`config.mk`:
```
export PLATFORM = sky130hd
export DESIGN_NAME = json_string_escaper
export DESIGN_NICKNAME = d
export VERILOG_FILES = /design/src/design/jse_pkg.sv /design/src/design/jse_front.sv /design/src/design/jse_queue.sv /design/src/design/jse_back.sv /design/src/design/json_string_escaper.sv
export SDC_FILE = /design/constraint.sdc
export NUM_CORES = 1
export LEC_CHECK = 0
export BUFFER_PORTS_ARGS = -buffer_cell sky130_fd_sc_hd__buf_2
export CAP_MARGIN = 20
export CORE_AREA = 3 3 80 82
export CTS_BUF_LIST = sky130_fd_sc_hd__clkbuf_16
export DETAILED_ROUTE_END_ITERATION = 7
export DIE_AREA = 0 0 83 85
export PLACE_DENSITY = 0.85
export SKIP_CTS_REPAIR_TIMING = 1
export SLEW_MARGIN = 20
export SYNTH_ARGS = -nofsm -noshare
export SYNTH_HDL_FRONTEND = slang
export SYNTH_SLANG_ARGS = --single-unit
```
`constraint.sdc`:
```
create_clock -name clk -period 9.65 [get_ports clk]
set_input_delay 1.93 -clock clk [delete_from_list [all_inputs] [get_ports clk]]
set_output_delay 1.93 -clock clk [all_outputs]
set_load 0.05 [all_outputs]
```
`src/design/jse_pkg.sv`:
```
// jse_pkg: shared types, constants and helpers for the json string escaper
// depends on nothing; used by every module of the block by scoped names

package jse_pkg;

  localparam int unsigned ByteW  = 8;
  localparam int unsigned QPtrW  = 2;
  localparam int unsigned QDepth = 1 << QPtrW;
  localparam int unsigned StepW  = 3;

  localparam logic [ByteW-1:0] ChQuote  = 8'h22;
  localparam logic [ByteW-1:0] ChBslash = 8'h5C;
  localparam logic [ByteW-1:0] ChU      = 8'h75;
  localparam logic [ByteW-1:0] ChZero   = 8'h30;
  localparam logic [ByteW-1:0] ChLowA   = 8'h61;
  localparam logic [ByteW-1:0] ChT      = 8'h74;
  localparam logic [ByteW-1:0] ChN      = 8'h6E;
  localparam logic [ByteW-1:0] ChB      = 8'h62;
  localparam logic [ByteW-1:0] ChF      = 8'h66;
  localparam logic [ByteW-1:0] ChR      = 8'h72;

  localparam logic [ByteW-1:0] MaxAscii = 8'h7F;
  localparam logic [ByteW-1:0] MaxCtrl  = 8'h1F;
  localparam logic [ByteW-1:0] CtrlTab  = 8'h09;
  localparam logic [ByteW-1:0] CtrlLf   = 8'h0A;
  localparam logic [ByteW-1:0] CtrlBs   = 8'h08;
  localparam logic [ByteW-1:0] CtrlFf   = 8'h0C;
  localparam logic [ByteW-1:0] CtrlCr   = 8'h0D;

  // how the body of one byte is written out
  typedef enum logic [1:0] {
    KIND_NONE  = 2'd0,  // nothing between the quotes
    KIND_PLAIN = 2'd1,  // the character itself
    KIND_PAIR  = 2'd2,  // backslash then chr
    KIND_HEX   = 2'd3   // backslash u 0 0 and two hex digits of chr
  } kind_t;

  typedef struct packed {
    logic             has_open;
    logic             has_close;
    kind_t            kind;
    logic [ByteW-1:0] chr;
  } desc_t;

  typedef enum logic [1:0] {
    ST_HEAD  = 2'd0,
    ST_BODY  = 2'd1,
    ST_CLOSE = 2'd2
  } back_st_t;

  function automatic logic [ByteW-1:0] hex_char(input logic [3:0] nib);
    logic [ByteW-1:0] res;
    if (nib < 4'd10) begin
      res = ChZero + {4'd0, nib};
    end else begin
      res = ChLowA + {4'd0, nib} - 8'd10;
    end
    return res;
  endfunction

  function automatic logic [StepW-1:0] body_len(input kind_t k);
    logic [StepW-1:0] res;
    unique case (k)
      KIND_NONE:  res = 3'd0;
      KIND_PLAIN: res = 3'd1;
      KIND_PAIR:  res = 3'd2;
      KIND_HEX:   res = 3'd6;
      default:    res = 3'd0;
    endcase
    return res;
  endfunction

endpackage

```
`src/design/jse_front.sv`:
```
// jse_front: accepts input bytes, holds the skip_control register and
// classifies each byte into a descriptor for the queue; uses jse_pkg

module jse_front (
  input  logic                    clk,
  input  logic                    rst_n,
  input  logic                    cfg_wr_en,
  input  logic                    cfg_wr_data,
  input  logic                    in_tvalid,
  output logic                    in_tready,
  input  logic [7:0]              in_tdata,
  input  logic                    in_tlast,
  input  logic [1:0]              in_tuser,
  input  logic                    q_full,
  output logic                    q_push,
  output jse_pkg::desc_t          q_desc
);

  logic            skip_ctrl_r;
  logic            skip_ctrl_nxt;
  jse_pkg::desc_t  desc;
  logic            emits;

  always_comb begin
    skip_ctrl_nxt = skip_ctrl_r;
    if (cfg_wr_en) begin
      skip_ctrl_nxt = cfg_wr_data;
    end
  end

  always_ff @(posedge clk) begin
    if (!rst_n) begin
      skip_ctrl_r <= 1'b0;
    end else begin
      skip_ctrl_r <= skip_ctrl_nxt;
    end
  end

  always_comb begin
    desc.has_open  = in_tuser[0];
    desc.has_close = in_tlast;
    desc.kind      = jse_pkg::KIND_PLAIN;
    desc.chr       = in_tdata;
    if (in_tuser[1]) begin
      // empty string: just the two quotes
      desc.has_open  = 1'b1;
      desc.has_close = 1'b1;
      desc.kind      = jse_pkg::KIND_NONE;
    end else if (in_tdata > jse_pkg::MaxAscii) begin
      desc.kind = jse_pkg::KIND_HEX;
    end else if (in_tdata == jse_pkg::ChQuote || in_tdata == jse_pkg::ChBslash) begin
      desc.kind = jse_pkg::KIND_PAIR;
    end else if (in_tdata > jse_pkg::MaxCtrl) begin
      desc.kind = jse_pkg::KIND_PLAIN;
    end else if (skip_ctrl_r) begin
      desc.kind = jse_pkg::KIND_NONE;
    end else begin
      unique case (in_tdata)
        jse_pkg::CtrlTab: begin desc.kind = jse_pkg::KIND_PAIR; desc.chr = jse_pkg::ChT; end
        jse_pkg::CtrlLf:  begin desc.kind = jse_pkg::KIND_PAIR; desc.chr = jse_pkg::ChN; end
        jse_pkg::CtrlBs:  begin desc.kind = jse_pkg::KIND_PAIR; desc.chr = jse_pkg::ChB; end
        jse_pkg::CtrlFf:  begin desc.kind = jse_pkg::KIND_PAIR; desc.chr = jse_pkg::ChF; end
        jse_pkg::CtrlCr:  begin desc.kind = jse_pkg::KIND_PAIR; desc.chr = jse_pkg::ChR; end
        default:          desc.kind = jse_pkg::KIND_HEX;
      endcase
    end
  end

  // an item with no characters at all is taken and dropped
  assign emits     = desc.has_open || desc.has_close || (desc.kind != jse_pkg::KIND_NONE);
  assign in_tready = !q_full;
  assign q_push    = in_tvalid && !q_full && emits;
  assign q_desc    = desc;

endmodule

```
`src/design/jse_queue.sv`:
```
// jse_queue: small descriptor queue between front and back
// uses jse_pkg for the descriptor type and depth

module jse_queue (
  input  logic           clk,
  input  logic           rst_n,
  input  logic           push,
  input  jse_pkg::desc_t push_desc,
  input  logic           pop,
  output logic           full,
  output logic           empty,
  output jse_pkg::desc_t head
);

  jse_pkg::desc_t                 slots_r [jse_pkg::QDepth];
  logic [jse_pkg::QPtrW-1:0]      wr_ptr_r, wr_ptr_nxt;
  logic [jse_pkg::QPtrW-1:0]      rd_ptr_r, rd_ptr_nxt;
  logic [jse_pkg::QPtrW:0]        count_r, count_nxt;
  logic                           do_push;
  logic                           do_pop;

  assign full    = (count_r == (jse_pkg::QPtrW+1)'(jse_pkg::QDepth));
  assign empty   = (count_r == '0);
  assign do_push = push && !full;
  assign do_pop  = pop && !empty;
  assign head    = slots_r[rd_ptr_r];

  always_comb begin
    wr_ptr_nxt = wr_ptr_r + (do_push ? 1'b1 : 1'b0);
    rd_ptr_nxt = rd_ptr_r + (do_pop ? 1'b1 : 1'b0);
    count_nxt  = count_r;
    if (do_push && !do_pop) begin
      count_nxt = count_r + 1'b1;
    end else if (do_pop && !do_push) begin
      count_nxt = count_r - 1'b1;
    end
  end

  always_ff @(posedge clk) begin
    if (!rst_n) begin
      wr_ptr_r <= '0;
      rd_ptr_r <= '0;
      count_r  <= '0;
    end else begin
      wr_ptr_r <= wr_ptr_nxt;
      rd_ptr_r <= rd_ptr_nxt;
      count_r  <= count_nxt;
    end
  end

  always_ff @(posedge clk) begin
    if (do_push) begin
      slots_r[wr_ptr_r] <= push_desc;
    end
  end

endmodule

```
`src/design/jse_back.sv`:
```
// jse_back: expands queued descriptors into json characters, one a cycle while
// the output is not stalled, into an output register; uses jse_pkg

module jse_back (
  input  logic           clk,
  input  logic           rst_n,
  input  logic           q_empty,
  input  jse_pkg::desc_t q_head,
  output logic           q_pop,
  output logic           out_tvalid,
  input  logic           out_tready,
  output logic [7:0]     out_tdata,
  output logic           out_tlast,
  output logic           out_tuser
);

  jse_pkg::back_st_t          st_r, st_nxt;
  logic [jse_pkg::StepW-1:0]  step_r, step_nxt;
  logic                       vld_r, vld_nxt;
  logic [7:0]                 char_r;
  logic                       last_r;
  logic                       done_r;

  logic [jse_pkg::StepW-1:0]  len;
  logic [jse_pkg::StepW-1:0]  step;
  logic                       fire;
  logic                       is_open;
  logic                       is_body;
  logic                       is_close;
  logic                       body_end;
  logic [7:0]                 cur_char;
  logic                       cur_last;

  assign len  = jse_pkg::body_len(q_head.kind);
  assign fire = !q_empty && (!vld_r || out_tready);

  // which part of the descriptor goes out this cycle
  always_comb begin
    is_open  = (st_r == jse_pkg::ST_HEAD) && q_head.has_open;
    is_body  = (st_r == jse_pkg::ST_BODY) ||
               ((st_r == jse_pkg::ST_HEAD) && !q_head.has_open && (len != '0));
    is_close = !is_open && !is_body;
    step     = (st_r == jse_pkg::ST_BODY) ? step_r : '0;
    body_end = (step == len - 1'b1);
  end

  // next state
  always_comb begin
    st_nxt   = st_r;
    step_nxt = step_r;
    if (fire) begin
      if (cur_last) begin
        st_nxt   = jse_pkg::ST_HEAD;
        step_nxt = '0;
      end else if (is_open) begin
        st_nxt   = (len != '0) ? jse_pkg::ST_BODY : jse_pkg::ST_CLOSE;
        step_nxt = '0;
      end else if (is_body) begin
        if (body_end) begin
          st_nxt = jse_pkg::ST_CLOSE;
        end else begin
          st_nxt   = jse_pkg::ST_BODY;
          step_nxt = step + 1'b1;
        end
      end
    end
  end

  // outputs of the sequencer
  always_comb begin
    cur_char = jse_pkg::ChQuote;
    cur_last = 1'b1;
    if (is_open) begin
      cur_last = (len == '0) && !q_head.has_close;
    end else if (is_body) begin
      cur_last = body_end && !q_head.has_close;
      unique case (q_head.kind)
        jse_pkg::KIND_PLAIN: cur_char = q_head.chr;
        jse_pkg::KIND_PAIR:  cur_char = (step == '0) ? jse_pkg::ChBslash : q_head.chr;
        jse_pkg::KIND_HEX: begin
          unique case (step)
            3'd0:    cur_char = jse_pkg::ChBslash;
            3'd1:    cur_char = jse_pkg::ChU;
            3'd2:    cur_char = jse_pkg::ChZero;
            3'd3:    cur_char = jse_pkg::ChZero;
            3'd4:    cur_char = jse_pkg::hex_char(q_head.chr[7:4]);
            default: cur_char = jse_pkg::hex_char(q_head.chr[3:0]);
          endcase
        end
        default:             cur_char = jse_pkg::ChQuote;
      endcase
    end
    q_pop = fire && cur_last;
  end

  always_comb begin
    vld_nxt = vld_r;
    if (fire) begin
      vld_nxt = 1'b1;
    end else if (out_tready) begin
      vld_nxt = 1'b0;
    end
  end

  always_ff @(posedge clk) begin
    if (!rst_n) begin
      st_r   <= jse_pkg::ST_HEAD;
      step_r <= '0;
      vld_r  <= 1'b0;
    end else begin
      st_r   <= st_nxt;
      step_r <= step_nxt;
      vld_r  <= vld_nxt;
    end
  end

  always_ff @(posedge clk) begin
    if (fire) begin
      char_r <= cur_char;
      last_r <= cur_last;
      done_r <= is_close;
    end
  end

  assign out_tvalid = vld_r;
  assign out_tdata  = char_r;
  assign out_tlast  = last_r;
  assign out_tuser  = done_r;

endmodule

```
`src/design/json_string_escaper.sv`:
```
// json_string_escaper: one input byte in, 0 to 8 json characters out.
// after its transfer, the first character of an item passes the queue write,
// then the output register.
// throughput: one character per cycle while out_tready is high; an item holds the back end
// for each character it yields (0 to 8), so plain unquoted bytes stream in at one per cycle then.
// a 4-entry descriptor queue absorbs escapes; input stalls only when it is full.
// reset (rst_n low, synchronous) clears skip_control, the queue and the output.

module json_string_escaper (
  input  logic       clk,
  input  logic       rst_n,
  input  logic       cfg_wr_en,
  input  logic       cfg_wr_data,   // skip_control
  input  logic       in_tvalid,
  output logic       in_tready,
  input  logic [7:0] in_tdata,      // byte_value
  input  logic       in_tlast,      // ends_string
  input  logic [1:0] in_tuser,      // [0] starts_string, [1] empty_string
  output logic       out_tvalid,
  input  logic       out_tready,
  output logic [7:0] out_tdata,     // out_char
  output logic       out_tlast,     // last_of_run
  output logic       out_tuser      // string_done
);

  logic           q_push;
  logic           q_pop;
  logic           q_full;
  logic           q_empty;
  jse_pkg::desc_t push_desc;
  jse_pkg::desc_t head_desc;

  jse_front u_front (
    .clk         (clk),
    .rst_n       (rst_n),
    .cfg_wr_en   (cfg_wr_en),
    .cfg_wr_data (cfg_wr_data),
    .in_tvalid   (in_tvalid),
    .in_tready   (in_tready),
    .in_tdata    (in_tdata),
    .in_tlast    (in_tlast),
    .in_tuser    (in_tuser),
    .q_full      (q_full),
    .q_push      (q_push),
    .q_desc      (push_desc)
  );

  jse_queue u_queue (
    .clk       (clk),
    .rst_n     (rst_n),
    .push      (q_push),
    .push_desc (push_desc),
    .pop       (q_pop),
    .full      (q_full),
    .empty     (q_empty),
    .head      (head_desc)
  );

  jse_back u_back (
    .clk        (clk),
    .rst_n      (rst_n),
    .q_empty    (q_empty),
    .q_head     (head_desc),
    .q_pop      (q_pop),
    .out_tvalid (out_tvalid),
    .out_tready (out_tready),
    .out_tdata  (out_tdata),
    .out_tlast  (out_tlast),
    .out_tuser  (out_tuser)
  );

endmodule

```
After elaboration in Yosys (flattened, before gate mapping) --
Memory sizes are Yosys's and may differ from the RTL's. A register that Yosys moved wholly into a read port is not among the register bits. Cells that the tools add are included.
Cells by class: add/sub/neg operators 12, eq/ne operators 18, mux-type cells 40, bitwise logic cells 1, reductions and logical operators 43, $lt $le $gt $ge 4
Operators by type and width (count):
- 8-bit two-way mux | 8
- 8-bit by 4-bit equality test with 1-bit output (second input constant) | 5
- 8-bit one-hot mux with 5 select lines | 1
- 8-bit one-hot mux with 4 select lines | 1
- 2-bit two-way mux | 12
- 8-bit one-hot mux with 3 select lines | 1
- 3-bit two-way mux | 7
- 7-bit by 4-bit adder with 8-bit output (first input constant) | 2
- 8-bit by 4-bit subtractor with 8-bit output (second input constant) | 2
- 6-bit by 4-bit adder with 7-bit output (first input constant) | 2
- 1-bit logical AND | 14
- 3-bit one-hot mux with 4 select lines | 1
- 1-bit logical NOT | 9
- 3-bit logical NOT | 3
- 1-bit two-way mux | 9
- 8-bit by 6-bit equality test with 1-bit output (second input constant) | 1
- 8-bit by 7-bit equality test with 1-bit output (second input constant) | 1
- 8-bit by 5-bit greater-than comparator with 1-bit output (second input constant) | 1
- 8-bit by 7-bit greater-than comparator with 1-bit output (second input constant) | 1
- 4-bit < comparator (second input constant) | 2
- 3-bit by 1-bit adder with 3-bit output (second input constant) | 2
- 3-bit by 2-bit equality test with 1-bit output (second input constant) | 2
- 3-bit equality test (second input constant) | 2
- 2-bit nonzero test | 3
- other kinds (15) | 26
Storage, ports and cells: word-level logic and storage cells 129, input bits 17, memories kept 1, output and inout port bits 12, register bits after elaboration 24, RAM bits 48
Memories:
- u_queue.slots_r | depth 4, bits a word 12, rd ports 1, clocked after Yosys merged registers in 1, write ports 1, line jse_queue.sv:15 | jse_pkg::desc_t slots_r [jse_pkg::QDepth];

Logic depth before layout (Yosys ltp) --
Gate-level depths: netlist of the first run.
depth after elaboration 16, gate-level depth with buffers 15, depth with buffers taken out 14

Cells and area by module --
From an unflattened synthesis of the first run, not the netlist that was laid out.
Unflattened totals: cell total of the unflattened synthesis 295, area total of the unflattened synthesis 3708.6 sq um
Modules (own cells, without submodules):
- jse_queue | instances 1, sequential area each 1581.5 sq um, area an instance 2104.5 sq um, cells an instance 98
- jse_back | instances 1, sequential area each 420.4 sq um, area an instance 1316.3 sq um, cells an instance 155
- jse_front | instances 1, sequential area each 20.0 sq um, area an instance 287.8 sq um, cells an instance 42

Worst setup path before layout of the first run --
OpenSTA, ideal clock, no wires.
path type input to register, start point input port in_tdata[7], end point register u_queue.count_r[2] (netlist bit), arrival 3660 ps, library setup time 76 ps, data required time 9574 ps, cell stages on the path 8, path buffers 0, setup slack 5915 ps, cell sequence or3_1 -> o311a_1 -> ha_1 -> inv_1 -> fa_1 -> xor2_1 -> or3_1 -> a21boi_0
On the way: word-level cells in the longest chain between the ends 15, elaborated cells on any way between the ends 26, classes of those cells order compare (2); eq/ne (7); mux (7); reduce/logical (10)
Ends and longest elaborated chain:
- start, declared | line json_string_escaper.sv:16 | input logic [7:0] in_tdata,
- 8-bit by 4-bit equality test with 1-bit output | line jse_front.sv:58 | unique case (in_tdata)
- 5-bit OR reduction (no source line)
- 1-bit two-way mux | line jse_front.sv:58
- 2-bit two-way mux | line jse_front.sv:55 | end else if (skip_ctrl_r) begin
- 2-bit two-way mux | line jse_front.sv:53 | end else if (in_tdata > jse_pkg::MaxCtrl) begin
- 2-bit two-way mux | line jse_front.sv:51 | end else if (in_tdata == jse_pkg::ChQuote || in_tdata == jse_pkg::ChBslash) begin
- 2-bit two-way mux * | line jse_front.sv:49 | end else if (in_tdata > jse_pkg::MaxAscii) begin
- 2-bit two-way mux * | line jse_front.sv:44 | if (in_tuser[1]) begin
- 2-bit nonzero test * | line jse_front.sv:70 | assign emits = desc.has_open || desc.has_close || (desc.kind != jse_pkg::KIND_NONE);
- 1-bit logical OR * | line jse_front.sv:70
- 1-bit logical AND * | line jse_front.sv:72 | assign q_push = in_tvalid && !q_full && emits;
- 1-bit logical AND * | line jse_queue.sv:24 | assign do_push = push && !full;
- 1-bit logical NOT | line jse_queue.sv:34 | end else if (do_pop && !do_push) begin
- 1-bit logical AND | line jse_queue.sv:34
- 2-bit nonzero test (no source line)
- end signal, assigned | line jse_queue.sv:47 | count_r <= count_nxt;
- end, declared | line jse_queue.sv:18 | logic [jse_pkg::QPtrW:0] count_r, count_nxt;
Every way passes the cells marked *; elsewhere a longest branch is shown, timed or not. A chain may end at the register's enable or synchronous reset.

==> flow_summary.toml, run 1 <==
[synth]
synth_top_area_frac = 0.4813
seq_area_frac_synth = 0.5588
yosysUniqueCellTypes = 57
synth_edf_count = 58
syn-cell-area_mm2 = 0.003618
async_flop_share = 0
synth_top_flop_cell = "edfxtp_1"
avgSynthCellArea_um2 = 12.52
netlist_instances = 289
syn_nets = 322
ys_top_cells_by_area = "edfxtp_1 48%, dfxtp_1 7.7%, mux4_2 7.5%"
yosys_warnings = 0
synth_seq_cells = 72
yosys.area.top_type = "edfxtp_1"

[cells_and_area]
n_fill_cell = 406
drive_gt1_frac = 0.1988
fin_nets = 355
stdcell_area_mm2 = 0.004187
final_common_cell = "edfxtp_1"
layout_common_cells = "58 x edfxtp_1, 28 x buf_2, 21 x nand2_1"
areaGrowthSynthToFinish_pct = 15.70
insertedDiodeCount = 0

[power_and_ir_drop]
irDropWorstVdd_mv = 0.1964
p_per_area_mw_per_mm2 = 308.5
fin_total_pwr_w = 0.001292
leakage_nw = 1.609

[min_path]
hold_path_class = "reg2reg"

[critical_path]
crit_type = "reg2reg"
crit_buf_inv = 2
cp_max_fo = 13
crit_chain = "mux4_2 > inv_1 > ha_1 > or2b_2 > a32oi_1 > nand2_1 > a31oi_4 > nand2_1 > ha_1 > inv_1 > fa_1 > xor2_1 > or3_1 > a21boi_0"
cpLargestDelayFamily = "simple AND/OR/NAND/NOR gates"
start_kind = "flip-flop"
cp_slowest_stage_delay_ps = 860
cp.required_ps = 9910
critPathSlowestCell = "dfxtp_1"
arrival_ps = 4490
endpoint_kind = "flip-flop"

[timing]
timing.final.ws_setup_ps = 5422
slew_violations = 0
fmax_mhz = 236.5
slew_headroom = 0.2928
fin_crit_sh = 0.4381
setup-tns-final_ps = 0
finalHoldViolations = 0
rsz0062_at_grt = "false"
skew_ps = 7.140
post-route-min-period_ps = 4228
tightest_slew_ps = 1057
setup_viol = 0

[global_routing]
grt_first_pass_wirelength_mm = 11.96
grt-ovfl-total = 0
grtUsageTotal = 0.2219
grt_pass1_vias = 2354
antenna_found_initial = 0
grt_start_max_net_pins = 17

[placed_design]
pre_cts_slack_ps = 5488
placed_area_mm2 = 0.003825
io_buffer_count = 28
place.gp.congestion = 0.8861
dpl.hpwl_mm = 4.868

[detailed_routing]
drtIter0Drc = 110
wl_per_cell_um = 18.00
antenna_left = 0
firstDrtPassIters = 4
vias = 2392
viasPerCell = 5.950
dr_wl_met3_um = 333
wl_met2_mm = 3.597
wl_met1_mm = 3.195
drc_errors = 0
drt-total-wl_mm = 7.234
dr.max_layer_used = "met4"

[floorplanning]
die_w_um = 83
start_util = 0.6222
row_count = 28
die-area_mm2 = 0.007055
core_area_mm2 = 0.005816
fp.dieH_um = 85
io_pins = 29

[clocking]
numCtsBuffers = 9
cts.htree.levels = 3
path_clk_slew_ps = 60
clock-sinks = 72
root_buffer = "clkbuf_16"
cts.path.max_buffers = 2
cts_tree = "done"
worstSkewPairLatency_ps = 330

[run_status]
run_status = "finished, final reports clean"

[job]
cap_violations = 0
worst paths after layout:
path	slack, ps	cells past startpoint	end	startpoint
max	5420	14	u_queue.count_r[2]	u_queue.rd_ptr_r[0]
min	520	2	u_back.out_tvalid	u_back.out_tvalid
max reg2reg	5420	14	u_queue.count_r[2]	u_queue.rd_ptr_r[0]
min reg2reg	520	2	u_back.out_tvalid	u_back.out_tvalid
power breakdown:
part	switching, W	internal (W)
clock	0.000122	0.000277
sequential	0.0000385	0.000415
combinational	0.000289	0.000151
synthesized netlist by cell type, drive strengths merged (2+ instances only):
cell / n
o211ai: 2
a22o: 3
nand4b: 2
inv: 17
a21boi: 3
mux2i: 3
buf: 2
nand2: 21
nor2: 19
a21o: 3
nor2b: 6
clkbuf: 5
nand2b: 6
ha: 15
dfxtp: 14
nor3: 3
or3: 5
or2: 4
xor2: 4
edfxtp: 58
mux4: 12
a31oi: 4
a211oi: 2
nor3b: 2
nand4: 2
and2: 8
and3: 4
a32oi: 2
xnor2: 4
a221o: 2
a21oi: 19
nand3: 5
o21ai: 11
metal layers:
metal,vias up,GRT usage
met1,1165,0.2858
met3,9,0.06019
met4,0,0.08024
li1,1158,-
met2,60,0.3652
met5,-,0
through the flow:
| stage | instances | hold slack (ps) | util |
|---|---|---|---|
| after global placement | 386 | 492.2 | 0.6577 |
| final | 402 | 517.7 | 0.7199 |
| after CTS | 402 | 518.8 | 0.7199 |
| after floorplan | 289 | 478.0 | - |
| after detailed placement | 386 | 511.8 | 0.6577 |
| after global routing | 402 | 561.1 | 0.7199 |
final cells by class:
class	instances	area, um2	share of cell area
clock buffers	9	225.2	0.05380
clock inverters	7	136.4	0.03258
inverters	18	67.56	0.01614
multi-input cells	192	1494	0.3568
flip-flops and latches	72	2022	0.4830
well taps	75	93.84	0.02241
repair buffers	29	147.6	0.03527
sequential cells by signal, indices dropped and copies added (netlist names):
signal,cells
u_back.out_tuser,1
u_queue.count_r,3
u_queue.slots_r,48
u_back.out_tdata,8
u_queue.rd_ptr_r,2
u_back.step_r,3
u_back.out_tvalid,1
u_front.skip_ctrl_r,1
u_queue.wr_ptr_r,2
u_back.out_tlast,1
u_back.st_r,2
kinds of logic after synthesis:
family | Yosys count | share of synthesized area
simple gates | 93 | 0.1366
buf+inv | 25 | 0.02835
mux | 15 | 0.08299
flops | 72 | 0.5588
fa+ha+maj | 16 | 0.05740
xor+xnor | 8 | 0.01936
compound gates | 60 | 0.1165
worst register-to-register path, stage by stage, from the launching register on:
cell	delay (ps)
dfxtp_1	860
mux4_2	640
inv_1	130
ha_1	320
or2b_2	370
a32oi_1	240
nand2_1	140
a31oi_4	210
nand2_1	130
ha_1	270
inv_1	100
fa_1	190
xor2_1	90
or3_1	300
a21boi_0	160
Note: power is estimated with default switching activity, not from simulation.
==> inputs of run 2 (changes only) <==
--- a/config.mk
+++ b/config.mk
@@ -5,13 +5,14 @@
 export SDC_FILE = /design/constraint.sdc
 export NUM_CORES = 1
 export LEC_CHECK = 0
+export ABC_AREA = 1
 export BUFFER_PORTS_ARGS = -buffer_cell sky130_fd_sc_hd__buf_2
 export CAP_MARGIN = 20
-export CORE_AREA = 3 3 80 82
+export CORE_AREA = 3 3 85 87
 export CTS_BUF_LIST = sky130_fd_sc_hd__clkbuf_16
 export DETAILED_ROUTE_END_ITERATION = 7
-export DIE_AREA = 0 0 83 85
-export PLACE_DENSITY = 0.85
+export DIE_AREA = 0 0 88 90
+export PLACE_DENSITY = 0.81
 export SKIP_CTS_REPAIR_TIMING = 1
 export SLEW_MARGIN = 20
 export SYNTH_ARGS = -nofsm -noshare
==> constraint.sdc (replaced) <==
create_clock -name clk -period 4 [get_ports clk]
set_input_delay 0.8 -clock clk [delete_from_list [all_inputs] [get_ports clk]]
set_output_delay 0.8 -clock clk [all_outputs]
set_load 0.05 [all_outputs]
==> run 2 against run 1 <==
Against the previous run:
- power is 150% higher
- hold slack improved by 2.4 ps
- largest power group is now combinational cells
- fmax rose by 23%
==> flow_summary.toml, run 2 <==
[clocking]
numCtsBuffers = 9
cts_tree = "done"
path_clk_slew_ps = 60
clock-sinks = 72
cts.path.max_buffers = 2
root_buffer = "clkbuf_16"
worstSkewPairLatency_ps = 330
cts.htree.levels = 3

[timing]
rsz0062_at_grt = "false"
post-route-min-period_ps = 3428
tightest_slew_ps = 523.7
holdWs_ps = 520.1
slew_violations = 0
fmax_mhz = 291.7
finalHoldViolations = 0
setup_viol = 0
fin_crit_sh = 0.8570
setup-tns-final_ps = 0
skew_ps = 4.832
slew_headroom = 0.6482

[power_and_ir_drop]
irDropWorstVdd_mv = 0.3901
p_int_w = 0.001867
p_per_area_mw_per_mm2 = 712.0
switching_share = 0.4126
p_comb_frac = 0.420
leakage_nw = 2.036
seqPwrFrac = 0.330
p_switching_w = 0.001311
p_clk_frac = 0.250

[floorplanning]
start_util = 0.6102
die-area_mm2 = 0.007920
io_pins = 29
fp.dieH_um = 90
core_area_mm2 = 0.006422
die_w_um = 88
row_count = 29

[cells_and_area]
stdcell_area_mm2 = 0.004463
final_common_cell = "nand2_1"
regMostFlops = "u_queue.slots_r"
final_util = 0.6949
areaGrowthSynthToFinish_pct = 13.89
fin_nets = 532
layout_common_cells = "127 x nand2_1, 70 x inv_1, 58 x edfxtp_1"
largest_register_ffs = 48
insertedDiodeCount = 0
drive_gt1_frac = 0.1429

[synth]
synthSimpleGateAreaFrac = 0.2599
yosys.area.top_type = "edfxtp_1"
yosysUniqueCellTypes = 37
synth_top_flop_cell = "edfxtp_1"
avgSynthCellArea_um2 = 8.519
async_flop_share = 0
synth_xor_area_frac = 0.006705
synth-adder-area-share = 0.05300
seq_area_frac_synth = 0.5160
syn_nets = 493
synth_seq_cells = 72
synth_top_area_frac = 0.4444
synth_edf_count = 58
synth-compound-area-share = 0.08110
syn-cell-area_mm2 = 0.003919
synth.mux.area_fraction = 0
synth_common_cells = "127 x nand2_1, 69 x inv_1, 58 x edfxtp_1"
synth_top_family_by_area = "simple AND/OR/NAND/NOR gates"
yosys_warnings = 0
netlist_instances = 460
synth.most_common_cell = "nand2_1"
ys_top_cells_by_area = "edfxtp_1 44%, nand2_1 12%, dfxtp_1 7.2%"

[detailed_routing]
drtIter0Drc = 184
drc_errors = 0
viasPerCell = 5.293
wl_per_cell_um = 13.53
vias = 3075
firstDrtPassIters = 4
antenna_left = 0
drt-total-wl_mm = 7.861

[global_routing]
grt-ovfl-total = 0
grt_pass1_vias = 3047
grtUsageTotal = 0.2203
grt_first_pass_wirelength_mm = 13.57
grt_start_max_net_pins = 22
antenna_found_initial = 0

[critical_path]
endpoint_kind = "flip-flop"
arrival_ps = 3650
cp.required_ps = 4220
start_kind = "flip-flop"
cp_max_fo = 15
crit_type = "reg2reg"

[job]
cap_violations = 0

[min_path]
hold_path_class = "reg2reg"

[run_status]
run_status = "finished, final reports clean"

[placed_design]
placed_area_mm2 = 0.004165
io_buffer_count = 28
place.gp.congestion = 0.8252
dpl.hpwl_mm = 5.477
-- run 2: worst paths after layout --
path,startpoint,end,slack [ps],cells past startpoint
max,u_queue.rd_ptr_r[1],u_queue.count_r[2],570,21
min,u_queue.count_r[2],u_queue.count_r[2],520,2
max reg2reg,u_queue.rd_ptr_r[1],u_queue.count_r[2],570,21
min reg2reg,u_queue.count_r[2],u_queue.count_r[2],520,2
-- run 2: final cells by class --
| cell class | count | area [um2] |
|---|---|---|
| multi-input combinational | 308 | 1570 |
| clock inverter | 7 | 72.57 |
| inverter | 71 | 269.0 |
| tap | 77 | 96.34 |
| clock buffer | 9 | 225.2 |
| fill | 471 | 1959 |
| timing repair buffer | 37 | 207.7 |
| sequential | 72 | 2022 |
-- run 2: power by group through the flow --
stage | combinational [W] | sequential [W] | clock [W]
2_1_floorplan | 0.000850 | 0.00125 | 0
3_3_place_gp | 0.00128 | 0.00106 | 0
3_5_place_dp | 0.00132 | 0.00106 | 0
4_1_cts | 0.00134 | 0.00105 | 0.000805
5_1_grt | 0.00153 | 0.00106 | 0.000836
6_report | 0.00134 | 0.00105 | 0.000794
-- run 2: worst max-delay path: stages, from the launching register on --
cell,delay (ps)
dfxtp_1,310
inv_1,350
a21oi_1,110
a32oi_1,310
inv_1,150
ha_1,340
inv_1,60
nand2_1,50
nand2_1,50
nor2_1,50
nand3_1,100
nand2_1,80
nand2_1,130
nor2_4,60
inv_1,60
ha_1,130
inv_1,70
fa_1,440
a21oi_1,140
o21ai_0,110
o21ai_0,170
a21oi_1,50
-- run 2: routing by layer --
metal  share of wire  up-vias  global-route usage
li1                -     1584                   -
met1            0.43     1414              0.2688
met2            0.50       65              0.3687
met3           0.041       12             0.04845
met4           0.019        0             0.09591
met5               0        -                   0
-- run 2: cell families (layout without fill, tap and decap cells) --
| logic type | count (synthesis) | in the layout |
|---|---|---|
| adder cells (fa/ha/maj) | 16 | 16 |
| flip-flops | 72 | 72 |
| AND/OR/NAND/NOR | 235 | 235 |
| AO/OA/AOI/OAI | 54 | 54 |
| XOR/XNOR | 3 | 3 |
| buffers and inverters | 80 | 124 |
-- run 2: stage by stage --
step                cells  setup WS, ps  total power, W
floorplan             460         909.3        0.002101
global placement      565         792.7        0.002340
detailed placement    565         655.2        0.002378
CTS                   581         571.0        0.003188
global route          581         183.3        0.003427
finish                581         572.0        0.003178
==> inputs of run 3 (changes only) <==
--- a/config.mk
+++ b/config.mk
@@ -5,14 +5,13 @@
 export SDC_FILE = /design/constraint.sdc
 export NUM_CORES = 1
 export LEC_CHECK = 0
-export ABC_AREA = 1
 export BUFFER_PORTS_ARGS = -buffer_cell sky130_fd_sc_hd__buf_2
 export CAP_MARGIN = 20
-export CORE_AREA = 3 3 85 87
+export CORE_AREA = 3 3 82 84
 export CTS_BUF_LIST = sky130_fd_sc_hd__clkbuf_16
 export DETAILED_ROUTE_END_ITERATION = 7
-export DIE_AREA = 0 0 88 90
-export PLACE_DENSITY = 0.81
+export DIE_AREA = 0 0 85 87
+export PLACE_DENSITY = 0.84
 export SKIP_CTS_REPAIR_TIMING = 1
 export SLEW_MARGIN = 20
 export SYNTH_ARGS = -nofsm -noshare
==> run 3 against run 2 <==
Against the previous run:
- sequential cell count stayed put
- non-clock buffer count is 5 lower
- fmax is 8.4% lower
- count of clock-buffer cells in the layout stayed put
- core utilization is 0.95 points lower
- sequential power hardly changed
- hold slack worse by 1.4 ps
- critical path depth is 7 lower
- largest power group is now sequential cells
==> flow_summary.toml, run 3 (synthesis results as in run 1) <==
[timing]
holdWs_ps = 518.7
post-route-min-period_ps = 3742
slew_headroom = 0.5058
setup-tns-final_ps = 0
rsz0062_at_grt = "false"
slew_violations = 0
fmax_mhz = 267.2
tightest_slew_ps = 736.9
setup_viol = 0
finalHoldViolations = 0
skew_ps = 8.540
fin_crit_sh = 0.9355

[critical_path]
endpoint_kind = "flip-flop"
critPathSlowestCell = "mux4_2"
reg2reg_slack_ps = 260
crit_type = "reg2reg"
arrival_ps = 3980
cp_slowest_stage_delay_ps = 600
cpLargestDelayFamily = "simple AND/OR/NAND/NOR gates"
start_kind = "flip-flop"
crit_buf_inv = 2
crit_chain = "mux4_2 > inv_1 > ha_1 > or2b_2 > a32oi_1 > nand2_1 > a31oi_4 > nand2_1 > ha_1 > inv_1 > fa_1 > xor2_1 > or3_1 > a21boi_0"
cp_max_fo = 7
cp.required_ps = 4240

[clocking]
path_clk_slew_ps = 60
clock-sinks = 72
cts_tree = "done"
cts.htree.levels = 3
root_buffer = "clkbuf_16"
cts.path.max_buffers = 2
numCtsBuffers = 9
worstSkewPairLatency_ps = 330

[power_and_ir_drop]
p_comb_frac = 0.376
p_int_w = 0.001776
irDropWorstVdd_mv = 0.4352
leakage_nw = 1.577
p_per_area_mw_per_mm2 = 689.4
switching_share = 0.3727
p_clk_frac = 0.244
p_switching_w = 0.001055
seqPwrFrac = 0.380

[run_status]
run_status = "finished, final reports clean"

[cells_and_area]
fin_nets = 358
drive_gt1_frac = 0.1970
final_common_cell = "edfxtp_1"
areaGrowthSynthToFinish_pct = 13.49
largest_register_ffs = 48
n_fill_cell = 419
insertedDiodeCount = 0
regMostFlops = "u_queue.slots_r"
layout_common_cells = "58 x edfxtp_1, 28 x buf_2, 21 x nand2_1"
stdcell_area_mm2 = 0.004106

[job]
cap_violations = 0

[global_routing]
grt_start_max_net_pins = 17
grt-ovfl-total = 0
antenna_found_initial = 0
grt_pass1_vias = 2373
grt_first_pass_wirelength_mm = 11.44
grtUsageTotal = 0.2039

[floorplanning]
io_pins = 29
fp.dieH_um = 87
die-area_mm2 = 0.007395
core_area_mm2 = 0.005991
die_w_um = 85
start_util = 0.6040
row_count = 28

[placed_design]
dpl.hpwl_mm = 4.741
place.gp.congestion = 0.8556
io_buffer_count = 28
placed_area_mm2 = 0.003847

[detailed_routing]
vias = 2356
drt-total-wl_mm = 6.793
viasPerCell = 5.817
drtIter0Drc = 139
antenna_left = 0
firstDrtPassIters = 4
drc_errors = 0
wl_per_cell_um = 16.77

[min_path]
hold_path_class = "reg2reg"
==> run 3: cell count changes in the layout (fill, tap and decap cells not counted), sizes merged, moves of 4 or more <==
cell    delta
or3        +5
nand3     -37
nor2      -25
and3       +4
nor2b      +6
buf        -5
inv       -53
nand2    -113
and2       +7
nand2b     +6
o21ai     -14
mux4      +12
==> run 3: worst paths after layout <==
path,start,to,depth (start not counted)
setup / recovery,u_queue.rd_ptr_r[0],u_queue.count_r[2],14
hold / removal,u_back.out_tvalid,u_back.out_tvalid,2
setup reg to reg,u_queue.rd_ptr_r[0],u_queue.count_r[2],14
hold reg to reg,u_back.out_tvalid,u_back.out_tvalid,2
==> run 3: per-stage QoR <==
stage,power [W],setup slack [ps],std cells,util
finish,0.002831,257.8,405,0.6855
floorplan,0.001919,551.7,289,-
global route,0.002994,23.36,405,0.6855
detailed placement,0.002145,354.0,389,0.6422
global placement,0.002109,528.9,389,0.6422
CTS,0.002841,259.4,405,0.6855
==> run 3: worst reg2reg max path: stages, from the launching register on <==
cell	delay (ps)
dfxtp_1	520
mux4_2	600
inv_1	120
ha_1	310
or2b_2	380
a32oi_1	210
nand2_1	110
a31oi_4	200
nand2_1	120
ha_1	250
inv_1	80
fa_1	180
xor2_1	70
or3_1	300
a21boi_0	190
==> run 3: layout make-up <==
class | count | area, um2 | area share
clock buffers | 9 | 225.2 | 0.05484
clock inverters | 7 | 33.78 | 0.008227
inverters | 18 | 67.56 | 0.01645
multi-input cells | 192 | 1494 | 0.3638
flip-flops and latches | 72 | 2022 | 0.4924
well taps | 75 | 93.84 | 0.02285
repair buffers | 32 | 170.2 | 0.04144
==> run 3: layer usage <==
metal	up-vias	global-route usage	wire length, um
met2	70	0.3468	3430
met4	0	0.1079	126
met3	14	0.04163	339
met5	-	0	0
met1	1110	0.2449	2897
li1	1162	-	-
==> run 3: power groups by stage <==
stage	Clock [W]	Sequential [W]	Combinational, W
final	0.000691	0.00108	0.00106
after global routing	0.000737	0.00109	0.00116
after CTS	0.000700	0.00108	0.00106
after detailed placement	0	0.00109	0.00106
after global placement	0	0.00108	0.00103
after floorplan	0	0.00127	0.000644
